### src/rtl/core/cbde_pkg.sv
// shared constants and helper functions for the cmos bcd date to epoch converter
`default_nettype none

package cbde_pkg;

  // field widths
  localparam int BYTE_W  = 8;
  localparam int YEAR_W  = 15;
  localparam int DAYS_W  = 25;
  localparam int TOD_W   = 20;
  localparam int EPOCH_W = 40;
  localparam int PROD_W  = 31;

  // calendar constants
  localparam logic [YEAR_W-1:0] BASE_YEAR      = 15'd1900;
  localparam logic [YEAR_W-1:0] Y2K_YEAR       = 15'd2000;
  localparam logic [BYTE_W-1:0] WINDOW_PIVOT   = 8'd70;
  localparam logic [BYTE_W-1:0] MONTHS_IN_YEAR = 8'd12;
  localparam logic [BYTE_W-1:0] FEBRUARY       = 8'd2;

  // reciprocals for division of values below 2**15 by 100 and by 400
  localparam logic [15:0] RECIP_100 = 16'd41944;
  localparam int          SHIFT_100 = 22;
  localparam logic [15:0] RECIP_400 = 16'd41944;
  localparam int          SHIFT_400 = 24;

  // high nibble times ten plus low nibble, no digit check
  function automatic logic [BYTE_W-1:0] bcd_val(input logic [BYTE_W-1:0] b);
    logic [BYTE_W-1:0] hi;
    logic [BYTE_W-1:0] lo;
    hi = {4'b0000, b[7:4]};
    lo = {4'b0000, b[3:0]};
    return (hi << 3) + (hi << 1) + lo;
  endfunction

  // days in the months before the given one, common year
  function automatic logic [8:0] days_before(input logic [3:0] m);
    logic [8:0] d;
    unique case (m)
      4'd1:    d = 9'd0;
      4'd2:    d = 9'd31;
      4'd3:    d = 9'd59;
      4'd4:    d = 9'd90;
      4'd5:    d = 9'd120;
      4'd6:    d = 9'd151;
      4'd7:    d = 9'd181;
      4'd8:    d = 9'd212;
      4'd9:    d = 9'd243;
      4'd10:   d = 9'd273;
      4'd11:   d = 9'd304;
      4'd12:   d = 9'd334;
      default: d = 9'd0;
    endcase
    return d;
  endfunction

endpackage

`default_nettype wire

### src/rtl/core/cmos_bcd_date_to_epoch.sv
// top level: pipelined conversion of a cmos clock bcd snapshot to a signed epoch count
//
// A request is taken at each rising edge with start high and busy low. busy is
// always low, so a new snapshot can be presented in every cycle and the block
// sustains one request per clock.
// The result appears on epoch_seconds and range_error for exactly one cycle,
// marked by done. The five register stages (decode, reciprocal multiplies,
// day count, day to seconds multiply, final add) lie between the accepting
// edge and done. The receiver cannot stall, so nothing is held back.
// use_century is written through cfg_we and cfg_data; write it only while no
// request is in flight, as the block itself does not enforce this. It selects
// century*100+year over the 1970..2069 window.
// A year below 1900 or a month outside 1..12 gives range_error high and an
// epoch of zero.
// Synchronous reset clears the stage valid bits, done and use_century; any
// request in flight is dropped.
`default_nettype none

module cmos_bcd_date_to_epoch (
  input  wire logic                              clk,
  input  wire logic                              rst,
  input  wire logic                              start,
  output logic                                   busy,
  input  wire logic                              cfg_we,
  input  wire logic                              cfg_data,
  input  wire logic [cbde_pkg::BYTE_W-1:0]       seconds_bcd,
  input  wire logic [cbde_pkg::BYTE_W-1:0]       minutes_bcd,
  input  wire logic [cbde_pkg::BYTE_W-1:0]       hours_bcd,
  input  wire logic [cbde_pkg::BYTE_W-1:0]       day_bcd,
  input  wire logic [cbde_pkg::BYTE_W-1:0]       month_bcd,
  input  wire logic [cbde_pkg::BYTE_W-1:0]       year_bcd,
  input  wire logic [cbde_pkg::BYTE_W-1:0]       century_bcd,
  output logic                                   done,
  output logic signed [cbde_pkg::EPOCH_W-1:0]    epoch_seconds,
  output logic                                   range_error
);

  localparam int BW = cbde_pkg::BYTE_W;
  localparam int YW = cbde_pkg::YEAR_W;
  localparam int DW = cbde_pkg::DAYS_W;
  localparam int TW = cbde_pkg::TOD_W;
  localparam int EW = cbde_pkg::EPOCH_W;
  localparam int PW = cbde_pkg::PROD_W;

  logic use_century;

  // stage 1 registers
  logic          s1_valid;
  logic [BW-1:0] s1_sec, s1_min, s1_hr, s1_day, s1_mon;
  logic [YW-1:0] s1_full, s1_ry;
  logic          s1_err;

  // stage 2 registers
  logic                 s2_valid;
  logic [BW-1:0]        s2_q100_full, s2_q100_ry, s2_day, s2_mon;
  logic [5:0]           s2_q400;
  logic signed [DW-1:0] s2_ry_days;
  logic signed [12:0]   s2_q4;
  logic [YW-1:0]        s2_full;
  logic [TW-1:0]        s2_tod;
  logic                 s2_err;

  // stage 3 registers
  logic                 s3_valid;
  logic signed [DW-1:0] s3_days;
  logic [TW-1:0]        s3_tod;
  logic                 s3_err;

  // stage 4 registers
  logic                 s4_valid;
  logic signed [EW-1:0] s4_prod;
  logic [TW-1:0]        s4_tod;
  logic                 s4_err;

  assign busy = 1'b0;

  // configuration register
  always_ff @(posedge clk) begin
    if (rst) begin
      use_century <= 1'b0;
    end else if (cfg_we) begin
      use_century <= cfg_data;
    end
  end

  // stage 1: bcd decode, full year and range check
  logic [BW-1:0] d_sec, d_min, d_hr, d_day, d_mon, d_yr, d_cent;
  logic [YW-1:0] d_full;
  logic          d_err;

  always_comb begin
    d_sec  = cbde_pkg::bcd_val(seconds_bcd);
    d_min  = cbde_pkg::bcd_val(minutes_bcd);
    d_hr   = cbde_pkg::bcd_val(hours_bcd);
    d_day  = cbde_pkg::bcd_val(day_bcd);
    d_mon  = cbde_pkg::bcd_val(month_bcd);
    d_yr   = cbde_pkg::bcd_val(year_bcd);
    d_cent = cbde_pkg::bcd_val(century_bcd);
    if (use_century) begin
      d_full = YW'(d_cent) * YW'(100) + YW'(d_yr);
    end else if (d_yr >= cbde_pkg::WINDOW_PIVOT) begin
      d_full = cbde_pkg::BASE_YEAR + YW'(d_yr);
    end else begin
      d_full = cbde_pkg::Y2K_YEAR + YW'(d_yr);
    end
    d_err = (d_full < cbde_pkg::BASE_YEAR) || (d_mon == '0) ||
            (d_mon > cbde_pkg::MONTHS_IN_YEAR);
  end

  always_ff @(posedge clk) begin
    if (rst) begin
      s1_valid <= 1'b0;
    end else begin
      s1_valid <= start && !busy;
    end
  end

  always_ff @(posedge clk) begin
    s1_sec  <= d_sec;
    s1_min  <= d_min;
    s1_hr   <= d_hr;
    s1_day  <= d_day;
    s1_mon  <= d_mon;
    s1_full <= d_full;
    s1_ry   <= d_full - cbde_pkg::BASE_YEAR;
    s1_err  <= d_err;
  end

  // stage 2: quotients by reciprocal, year days, leap count by four, time of day
  logic [PW-1:0]        p_full, p_ry100, p_ry400;
  logic [YW-1:0]        ry_m1, ry_p299;
  logic signed [DW-1:0] ry_off;
  logic signed [12:0]   q4;

  always_comb begin
    // truncation toward zero makes the first year's term zero
    ry_m1   = (s1_ry == '0) ? '0 : s1_ry - YW'(1);
    ry_p299 = s1_ry + YW'(299);
    p_full  = PW'(s1_full) * PW'(cbde_pkg::RECIP_100);
    p_ry100 = PW'(ry_m1) * PW'(cbde_pkg::RECIP_100);
    p_ry400 = PW'(ry_p299) * PW'(cbde_pkg::RECIP_400);
    ry_off  = $signed(DW'(s1_ry)) - $signed(DW'(70));
    // quarter rounds toward zero on both sides of the offset
    if (s1_ry >= YW'(69)) begin
      q4 = $signed(13'((s1_ry - YW'(69)) >> 2));
    end else begin
      q4 = -$signed(13'((YW'(69) - s1_ry) >> 2));
    end
  end

  always_ff @(posedge clk) begin
    if (rst) begin
      s2_valid <= 1'b0;
    end else begin
      s2_valid <= s1_valid;
    end
  end

  always_ff @(posedge clk) begin
    s2_q100_full <= BW'(p_full >> cbde_pkg::SHIFT_100);
    s2_q100_ry   <= BW'(p_ry100 >> cbde_pkg::SHIFT_100);
    s2_q400      <= 6'(p_ry400 >> cbde_pkg::SHIFT_400);
    s2_ry_days   <= ry_off * $signed(DW'(365));
    s2_q4        <= q4;
    s2_tod       <= TW'(s1_hr) * TW'(3600) + TW'(s1_min) * TW'(60) + TW'(s1_sec);
    s2_full      <= s1_full;
    s2_day       <= s1_day;
    s2_mon       <= s1_mon;
    s2_err       <= s1_err;
  end

  // stage 3: leap test, day of year and total day count
  logic [YW-1:0]        rem100;
  logic                 leap;
  logic signed [10:0]   yday;
  logic signed [DW-1:0] days;

  always_comb begin
    rem100 = s2_full - YW'(s2_q100_full) * YW'(100);
    leap   = (s2_full[1:0] == 2'b00) && ((rem100 != '0) || (s2_q100_full[1:0] == 2'b00));
    yday   = $signed(11'(cbde_pkg::days_before(s2_mon[3:0])))
           + $signed(11'((leap && (s2_mon > cbde_pkg::FEBRUARY)) ? 1 : 0))
           + $signed(11'(s2_day)) - $signed(11'(1));
    days   = s2_ry_days + $signed(DW'(s2_q400)) - $signed(DW'(s2_q100_ry))
           + DW'(s2_q4) + DW'(yday);
  end

  always_ff @(posedge clk) begin
    if (rst) begin
      s3_valid <= 1'b0;
    end else begin
      s3_valid <= s2_valid;
    end
  end

  always_ff @(posedge clk) begin
    s3_days <= days;
    s3_tod  <= s2_tod;
    s3_err  <= s2_err;
  end

  // stage 4: days to seconds
  logic signed [EW-1:0] prod;

  assign prod = EW'(s3_days) * $signed(EW'(86400));

  always_ff @(posedge clk) begin
    if (rst) begin
      s4_valid <= 1'b0;
    end else begin
      s4_valid <= s3_valid;
    end
  end

  always_ff @(posedge clk) begin
    s4_prod <= prod;
    s4_tod  <= s3_tod;
    s4_err  <= s3_err;
  end

  // stage 5: add time of day, zero the result on a range error
  always_ff @(posedge clk) begin
    if (rst) begin
      done <= 1'b0;
    end else begin
      done <= s4_valid;
    end
  end

  always_ff @(posedge clk) begin
    epoch_seconds <= s4_err ? '0 : s4_prod + $signed(EW'(s4_tod));
    range_error   <= s4_err;
  end

endmodule

`default_nettype wire

### config.mk
export PLATFORM = sky130hd
export DESIGN_NAME = cmos_bcd_date_to_epoch
export DESIGN_NICKNAME = d
export VERILOG_FILES = /design/src/rtl/core/cbde_pkg.sv /design/src/rtl/core/cmos_bcd_date_to_epoch.sv
export SDC_FILE = /design/constraint.sdc
export NUM_CORES = 2
export LEC_CHECK = 0
export BUFFER_PORTS_ARGS = -buffer_cell sky130_fd_sc_hd__buf_2
export CORE_ASPECT_RATIO = 1.1
export CORE_MARGIN = 1.5
export CORE_UTILIZATION = 55
export DETAILED_ROUTE_END_ITERATION = 6
export GPL_TIMING_DRIVEN = 0
export PLACE_DENSITY = 0.77
export SYNTH_ARGS = -nofsm -noshare
export SYNTH_HDL_FRONTEND = slang
export SYNTH_SLANG_ARGS = --single-unit
### constraint.sdc
create_clock -name clk -period 9.7 [get_ports clk]
set_input_delay 1.94 -clock clk [delete_from_list [all_inputs] [get_ports clk]]
set_output_delay 1.94 -clock clk [all_outputs]
set_load 0.005 [all_outputs]
* Yosys cells after proc, flatten, opt, wreduce, memory -nomap -nowiden *
Memories as Yosys holds them, arrays and structs flattened. A register that Yosys moved wholly into a read port is not among the register bits.
Cells that the tools add are included.

operators by class
  multiply operators = 9
  reductions and logical operators = 10
  $lt $le $gt $ge = 5
  mux-type cells = 5
  $add $sub $neg = 35

operators by type and width
  cell                                                                             count
  15-bit by 13-bit multiplier with 27-bit output (second input constant)           3
  7-bit by 5-bit adder with 8-bit output                                           7
  8-bit by 4-bit adder with 8-bit output                                           7
  15-bit two-way mux                                                               3
  40-bit by 20-bit adder with 40-bit output                                        1
  25-bit by 11-bit multiplier with 33-bit output (second input constant)           1
  8-bit by 5-bit multiplier with 13-bit output (second input constant)             2
  25-bit by 11-bit adder with 25-bit output                                        1
  25-bit by 13-bit adder with 25-bit output                                        1
  25-bit by 7-bit adder with 25-bit output                                         1
  16-bit by 10-bit multiplier with 25-bit output (second input constant)           1
  25-bit by 9-bit subtractor with 25-bit output                                    1
  11-bit by 8-bit adder with 12-bit output (first input constant)                  2
  20-bit by 14-bit adder with 20-bit output                                        1
  20-bit by 8-bit adder with 20-bit output                                         1
  8-bit by 8-bit multiplier with 16-bit output (second input constant)             1
  15-bit by 7-bit subtractor with 16-bit output (second input constant)            1
  15-bit by 8-bit adder with 15-bit output                                         1
  15-bit by 9-bit adder with 15-bit output (second input constant)                 1
  15-bit by 7-bit >= comparator with 1-bit output (second input constant)          1
  15-bit logical NOT                                                               1
  15-bit by 11-bit less-than comparator with 1-bit output (second input constant)  1
  15-bit nonzero test                                                              1
  15-bit by 1-bit subtractor with 15-bit output (second input constant)            1
  18 further kinds                                                                 22

word-level totals
  flip-flop bits (word level) = 330
  memory bits (read-only) = 144
  memories = 1
  word-level logic and storage cells = 97
  input bits = 61
  output and inout port bits = 43

memory list
  memory            words  bits a word  read ports  clocked after Yosys merged registers in  write ports  line            source
  (name not given)  16     9            1           1                                        0            cbde_pkg.sv:39  unique case (m)

* Logic depth before layout (Yosys ltp) *
  word-level depth = 11
  mapped depth = 39
  depth with buffers taken out = 39

* Worst setup path after synthesis *
OpenSTA, ideal clock, no wires.

  kind = reg2reg
  from = register s2_q100_full[2]
  to = register s3_days[24]
  required time = 9.626 ns
  arrival = 8.902 ns
  stages on the path, launching flop included = 36
  slack = 0.724 ns
  library setup time = 0.074 ns
  period minus slack after synthesis = 8.976 ns
  buffers on the path = 0
  path through = dfxtp_1 ha_1 ha_1 fa_1 ha_1 a21oi_1 o21ai_0 a21oi_1 xnor2_1 ha_1 xor2_1 nor3_1 a31oi_1 nor3_1 a31oi_1 nor4_1 a21oi_1 ha_1 fa_1 a21o_1 a21oi_1 o21bai_1 a21oi_1 o21ai_0 nor2_1 fa_1 ha_1 ha_1 a211oi_1 nor2_1 nor3_1 o211ai_1 a221oi_1 o21ai_0 a311oi_1 xnor2_1

on the way
  longest elaborated chain between the ends = 11

RTL lines
  element                                        line                           source
  start: declaration                             cmos_bcd_date_to_epoch.sv:55   logic [BW-1:0] s2_q100_full, s2_q100_ry, s2_day, s2_mon;
  start signal: assignment                       cmos_bcd_date_to_epoch.sv:160  s2_q100_full <= BW'(p_full >> cbde_pkg::SHIFT_100);
  8-bit by 5-bit multiplier with 13-bit output   cmos_bcd_date_to_epoch.sv:179  rem100 = s2_full - YW'(s2_q100_full) * YW'(100);
  15-bit subtractor                              cmos_bcd_date_to_epoch.sv:179
  15-bit nonzero test                            cmos_bcd_date_to_epoch.sv:180  leap = (s2_full[1:0] == 2'b00) && ((rem100 != '0) || (s2_q100_full[1:0] == 2'b00));
  1-bit logical OR                               cmos_bcd_date_to_epoch.sv:180
  1-bit logical AND                              cmos_bcd_date_to_epoch.sv:180
  1-bit logical AND                              cmos_bcd_date_to_epoch.sv:182  + $signed(11'((leap && (s2_mon > cbde_pkg::FEBRUARY)) ? 1 : 0))
  1-bit two-way mux                              cmos_bcd_date_to_epoch.sv:182
  9-bit by 1-bit adder with 10-bit output        cmos_bcd_date_to_epoch.sv:182
  10-bit by 8-bit adder with 11-bit output       cmos_bcd_date_to_epoch.sv:183  + $signed(11'(s2_day)) - $signed(11'(1));
  11-bit by 2-bit subtractor with 11-bit output  cmos_bcd_date_to_epoch.sv:183
  25-bit by 11-bit adder with 25-bit output      cmos_bcd_date_to_epoch.sv:185  + DW'(s2_q4) + DW'(yday);
  named net days[24]                             cmos_bcd_date_to_epoch.sv:176  logic signed [DW-1:0] days;
  end signal: assignment                         cmos_bcd_date_to_epoch.sv:197  s3_days <= days;
  end: declaration                               cmos_bcd_date_to_epoch.sv:65   logic signed [DW-1:0] s3_days;

The timed path passes the listed nets, and every way through them passes these cells.
A chain may end at the register's enable or synchronous reset.

* Worst setup path in the final report *
  from = register s2_q100_full[1]
  to = register s3_days[24]

on the way
  longest elaborated chain between the ends = 11
  elaborated cells on any way between the ends = 12
  classes of those cells = add/sub (5); mul (1); mux (1); reduce/logical (5)

RTL lines
  element                                            line
  8-bit by 5-bit multiplier with 13-bit output       cmos_bcd_date_to_epoch.sv:179
  15-bit subtractor                                  cmos_bcd_date_to_epoch.sv:179
  15-bit nonzero test                                cmos_bcd_date_to_epoch.sv:180
  1-bit logical OR (*)                               cmos_bcd_date_to_epoch.sv:180
  1-bit logical AND (*)                              cmos_bcd_date_to_epoch.sv:180
  1-bit logical AND (*)                              cmos_bcd_date_to_epoch.sv:182
  1-bit two-way mux (*)                              cmos_bcd_date_to_epoch.sv:182
  9-bit by 1-bit adder with 10-bit output (*)        cmos_bcd_date_to_epoch.sv:182
  10-bit by 8-bit adder with 11-bit output (*)       cmos_bcd_date_to_epoch.sv:183
  11-bit by 2-bit subtractor with 11-bit output (*)  cmos_bcd_date_to_epoch.sv:183
  25-bit by 11-bit adder with 25-bit output (*)      cmos_bcd_date_to_epoch.sv:185
  named net days[24]                                 cmos_bcd_date_to_epoch.sv:176

Mark *: on every way through the listed nets, which the timed path passes. The rest lies on a longest branch.

==> key figures <==
Status
  • Outcome: finished, violations left
  • Violations in the final reports: design-rule violations

Synth
  • Register bit count reported by yosys: around 340
  • Mapped cell area: between 0.03 and 0.04 sq mm
  • Most used flip-flop cell after synthesis: sky130_fd_sc_hd__dfxtp_1
  • Syn Inst Count: between 3000 and 4000
  • Parity-gate share of the synthesized area counting xor and xnor cells: roughly 6.3%
  • Syn nets: about 5000
  • Area fraction in compound gates after synthesis: 9.729%
  • Syn_area_per_cell: ~9.9 sq um
  • Adder-cell share of the synthesized area: 49.20%
  • Fraction of registers with async set or reset after synthesis: 0%
  • Combinational family with the most area after synthesis: adder cells
  • Post-synthesis sequential area ratio: between 10% and 20%
  • Number of synthesized flops with an enable pin: 0
  • Library cells used by synthesis: around 100
  • Synth Warn #: 0
  • Proportion of synthesized area in mux cells: less than 1%
  • Area fraction in and, or, nand and nor cells after synthesis: between 7 and 8%

Routing
  • Vias per Instance: around 5.3
  • Routed WL: ~70000 um
  • DR pass1 iterations: 7
  • Remaining routing DRC violations: 3
  • Violation count after the first detailed-route iteration: 1040
  • Antenna Nets Post-Route: 0
  • Average detailed-routed wire length per instance: about 15 um
  • Uppermost metal layer occupied by signal nets: met4
  • Met3 layer wire length in the routed design: approximately 2300 um
  • Metal1 wirelength: 30130 um
  • Routed length on met2: around 35000 um
  • Detailed-route via count: 24980

STA
  • Final period utilization: around 93%
  • Final worst path period need: 9011 ps
  • Setup-violating endpoint count in the final report: 0
  • Total negative slack: 0 ps
  • Skew final: 33.50 ps
  • Worst Tran Pin Value: 1214 ps
  • Worst slew margin: a little under a fifth
  • Unrepaired setup endpoints after global routing: false
  • Fmax: about 0.11 GHz
  • Max-slew violation count: 0
  • Worst-case hold slack: around 320 ps
  • Final count of hold timing violations: 0

Floorplanning
  • Die width: roughly 250 um
  • Ports placed on the boundary: between 100 and 150
  • Vertical die dimension: around 270 um
  • Starting Density: approximately 56%
  • Core region area: between 0.06 and 0.07 sq mm
  • Row Count: ~100
  • Die ar.: about 0.068 sq mm

Critical path
  • Crit-path max cell delay: 480 ps
  • Data required time at the worst endpoint: 10130 ps
  • CP delay by family, top: compound AO/OA/AOI/OAI gates
  • Critical Path AT: 9440 ps
  • Launching element type of the critical path: flop
  • Register-to-register setup slack: a little under 700 ps
  • Slowest cell on the critical path: sky130_fd_sc_hd__fa_1
  • Maximum fanout count along the critical path: 5
  • Top cell by count, worst path: sky130_fd_sc_hd__ha_1
  • Critical Path Sink Type: flop
  • Critical path buffer and inverter count: 1
  • Start-to-end type of the worst setup path: reg -> reg

Clocking
  • Number of post-CTS setup repair buffers: 0
  • Number of sinks on the clock net: 336
  • Clock latency on the worst-skew pair: approximately 600 ps
  • Cells resized by post-CTS repair: 0
  • Clock-pin slew of the registers on the worst-case setup and hold paths: approximately 60 ps
  • Clock tree buffer depth: 3
  • Total clock buffers created by CTS: 40
  • Cell chosen for the clock root: sky130_fd_sc_hd__clkbuf_16
  • Post-cts hold buffer count: 0
  • Clock H-tree levels: 2
  • CTS tree: done

GRT
  • Initial antenna violation count: 0
  • Global routing usage summed across all routing layers: about a fifth
  • First-pass GRT wire length: approximately 120000 um
  • Number of global-route vias before repair: about 26000
  • Pin count of the biggest net entering global routing: 16
  • Grt ovf: 0

Finish
  • Top library cells by usage in the layout, fill and taps aside: sky130_fd_sc_hd__inv_1 (812), sky130_fd_sc_hd__ha_1 (784), sky130_fd_sc_hd__fa_1 (413)
  • Area overhead of the layout relative to synthesis: 8.340%
  • Fin util: 60.18%
  • Net total in the final layout: around 5100
  • Commonest non-fill, non-tap cell in the layout: sky130_fd_sc_hd__inv_1
  • Fill count: ~5400
  • Area taken by flip-flops and latches: between 0.006 and 0.007 sq mm
  • Fraction of layout instances using a drive strength above 1: under 10%
  • Area of combinational cells with multiple inputs: 0.02683 sq mm

Placement
  • Sum of net half-perimeters after detailed placement: approximately 60000 um
  • RePlAce Congestion: a little over 0.9
  • PortBufs: a little over 100

Hold path
  • Class of the tightest hold or removal check: reg -> reg

Flow run
  • Number of violations of the max-capacitance limit: 0
[kinds of logic after synthesis]
group | after synthesis
adder cells (fa/ha/maj) | 1197
buffers and inverters | 848
AND/OR/NAND/NOR | 539
AO/OA/AOI/OAI | 526
flip-flops | 336
XOR/XNOR | 263
multiplexers | 12
other | 1
[registers in the layout, summed over array words and instances (netlist names), 6 cells and up, named ones only]
signal and count:
s1_hr 8, s2_day 8, s2_q4 13, s4_prod 33, s1_mon 8, s2_q100_ry 8
epoch_seconds 40, s3_tod 20, s1_full 13, s2_tod 20, s1_day 8, s2_full 15
s4_tod 20, s2_q400 6, s1_sec 8, s1_ry 15, s1_min 8, s3_days 25
s2_q100_full 8, s2_ry_days 24, s2_mon 8
[worst reg2reg max path, delay by kind of cell, from the launching register on]
kind | cells | cell delay, ps
buffers and inverters | 1 | 70
and+or+nand+nor | 4 | 1040
DFF | 1 | 330
adders and majority gates | 10 | 3520
AOI/OAI and AO/OA | 16 | 3640
xor gates and xnor gates | 1 | 270
[synth_stat cells (15+ instances only)]
master	count	area, sq um
sky130_fd_sc_hd__nor2b_1	40	250.2
sky130_fd_sc_hd__nor3_1	59	295.3
sky130_fd_sc_hd__nand2_1	109	409.1
sky130_fd_sc_hd__xor2_1	90	788.3
sky130_fd_sc_hd__xnor2_1	172	1506
sky130_fd_sc_hd__o21ai_0	91	455.4
sky130_fd_sc_hd__clkbuf_1	22	82.58
sky130_fd_sc_hd__nor4_1	18	112.6
sky130_fd_sc_hd__nor2_1	135	506.7
sky130_fd_sc_hd__a31oi_1	15	93.84
sky130_fd_sc_hd__inv_1	812	3048
sky130_fd_sc_hd__nand3_1	42	210.2
sky130_fd_sc_hd__o21bai_1	21	157.7
sky130_fd_sc_hd__a211oi_1	23	172.7
sky130_fd_sc_hd__o21a_1	30	225.2
sky130_fd_sc_hd__and3_1	24	150.1
sky130_fd_sc_hd__fa_1	413	8268
sky130_fd_sc_hd__a21o_1	67	503.0
sky130_fd_sc_hd__dfxtp_1	336	6726
sky130_fd_sc_hd__o211ai_1	16	120.1
sky130_fd_sc_hd__ha_1	784	9809
sky130_fd_sc_hd__or3_1	22	137.6
sky130_fd_sc_hd__nand2b_1	19	118.9
sky130_fd_sc_hd__a21oi_1	146	730.7
[metal layers]
layer | global-route usage [%] | up-vias
li1 | - | 12510
met1 | 25.43 | 11930
met2 | 39.55 | 407
met3 | 2.354 | 125
met4 | 7.205 | 0
met5 | 0 | -
[cell type report]
class	instances	area share (%)
Inverter	814	7.676
Buffer	34	0.3489
Multi-Input combinational cell	2538	67.40
Clock buffer	45	2.637
Clock inverter	27	0.9901
Antenna cell	1	0.006287
Sequential cell	336	16.90
Timing Repair Buffer	104	1.348
Tap cell	858	2.697
[final timing paths]
kind,start,end,cells past startpoint
max,s2_q100_full[1]$_DFF_P_,s3_days[24]$_DFF_P_,32
max reg2reg,s2_q100_full[1]$_DFF_P_,s3_days[24]$_DFF_P_,32
min reg2reg,s3_tod[1]$_DFF_P_,s4_tod[1]$_DFF_P_,0
min,s3_tod[1]$_DFF_P_,s4_tod[1]$_DFF_P_,0
[per-stage QoR]
step                      setup WS, ps  cells  cell area [sq um]
after detailed placement         649.5   4684              38360
after CTS                        592.2   4756              39800
after global placement          -674.7   4682              38330
final                            688.8   4757              39810
after floorplan                  724.2   3722              36740
after global routing             39.33   4756              39800
Power is left out: the tool's default activity adds up to more than one toggle a clock period on the data nets, which glitch-free logic cannot reach.
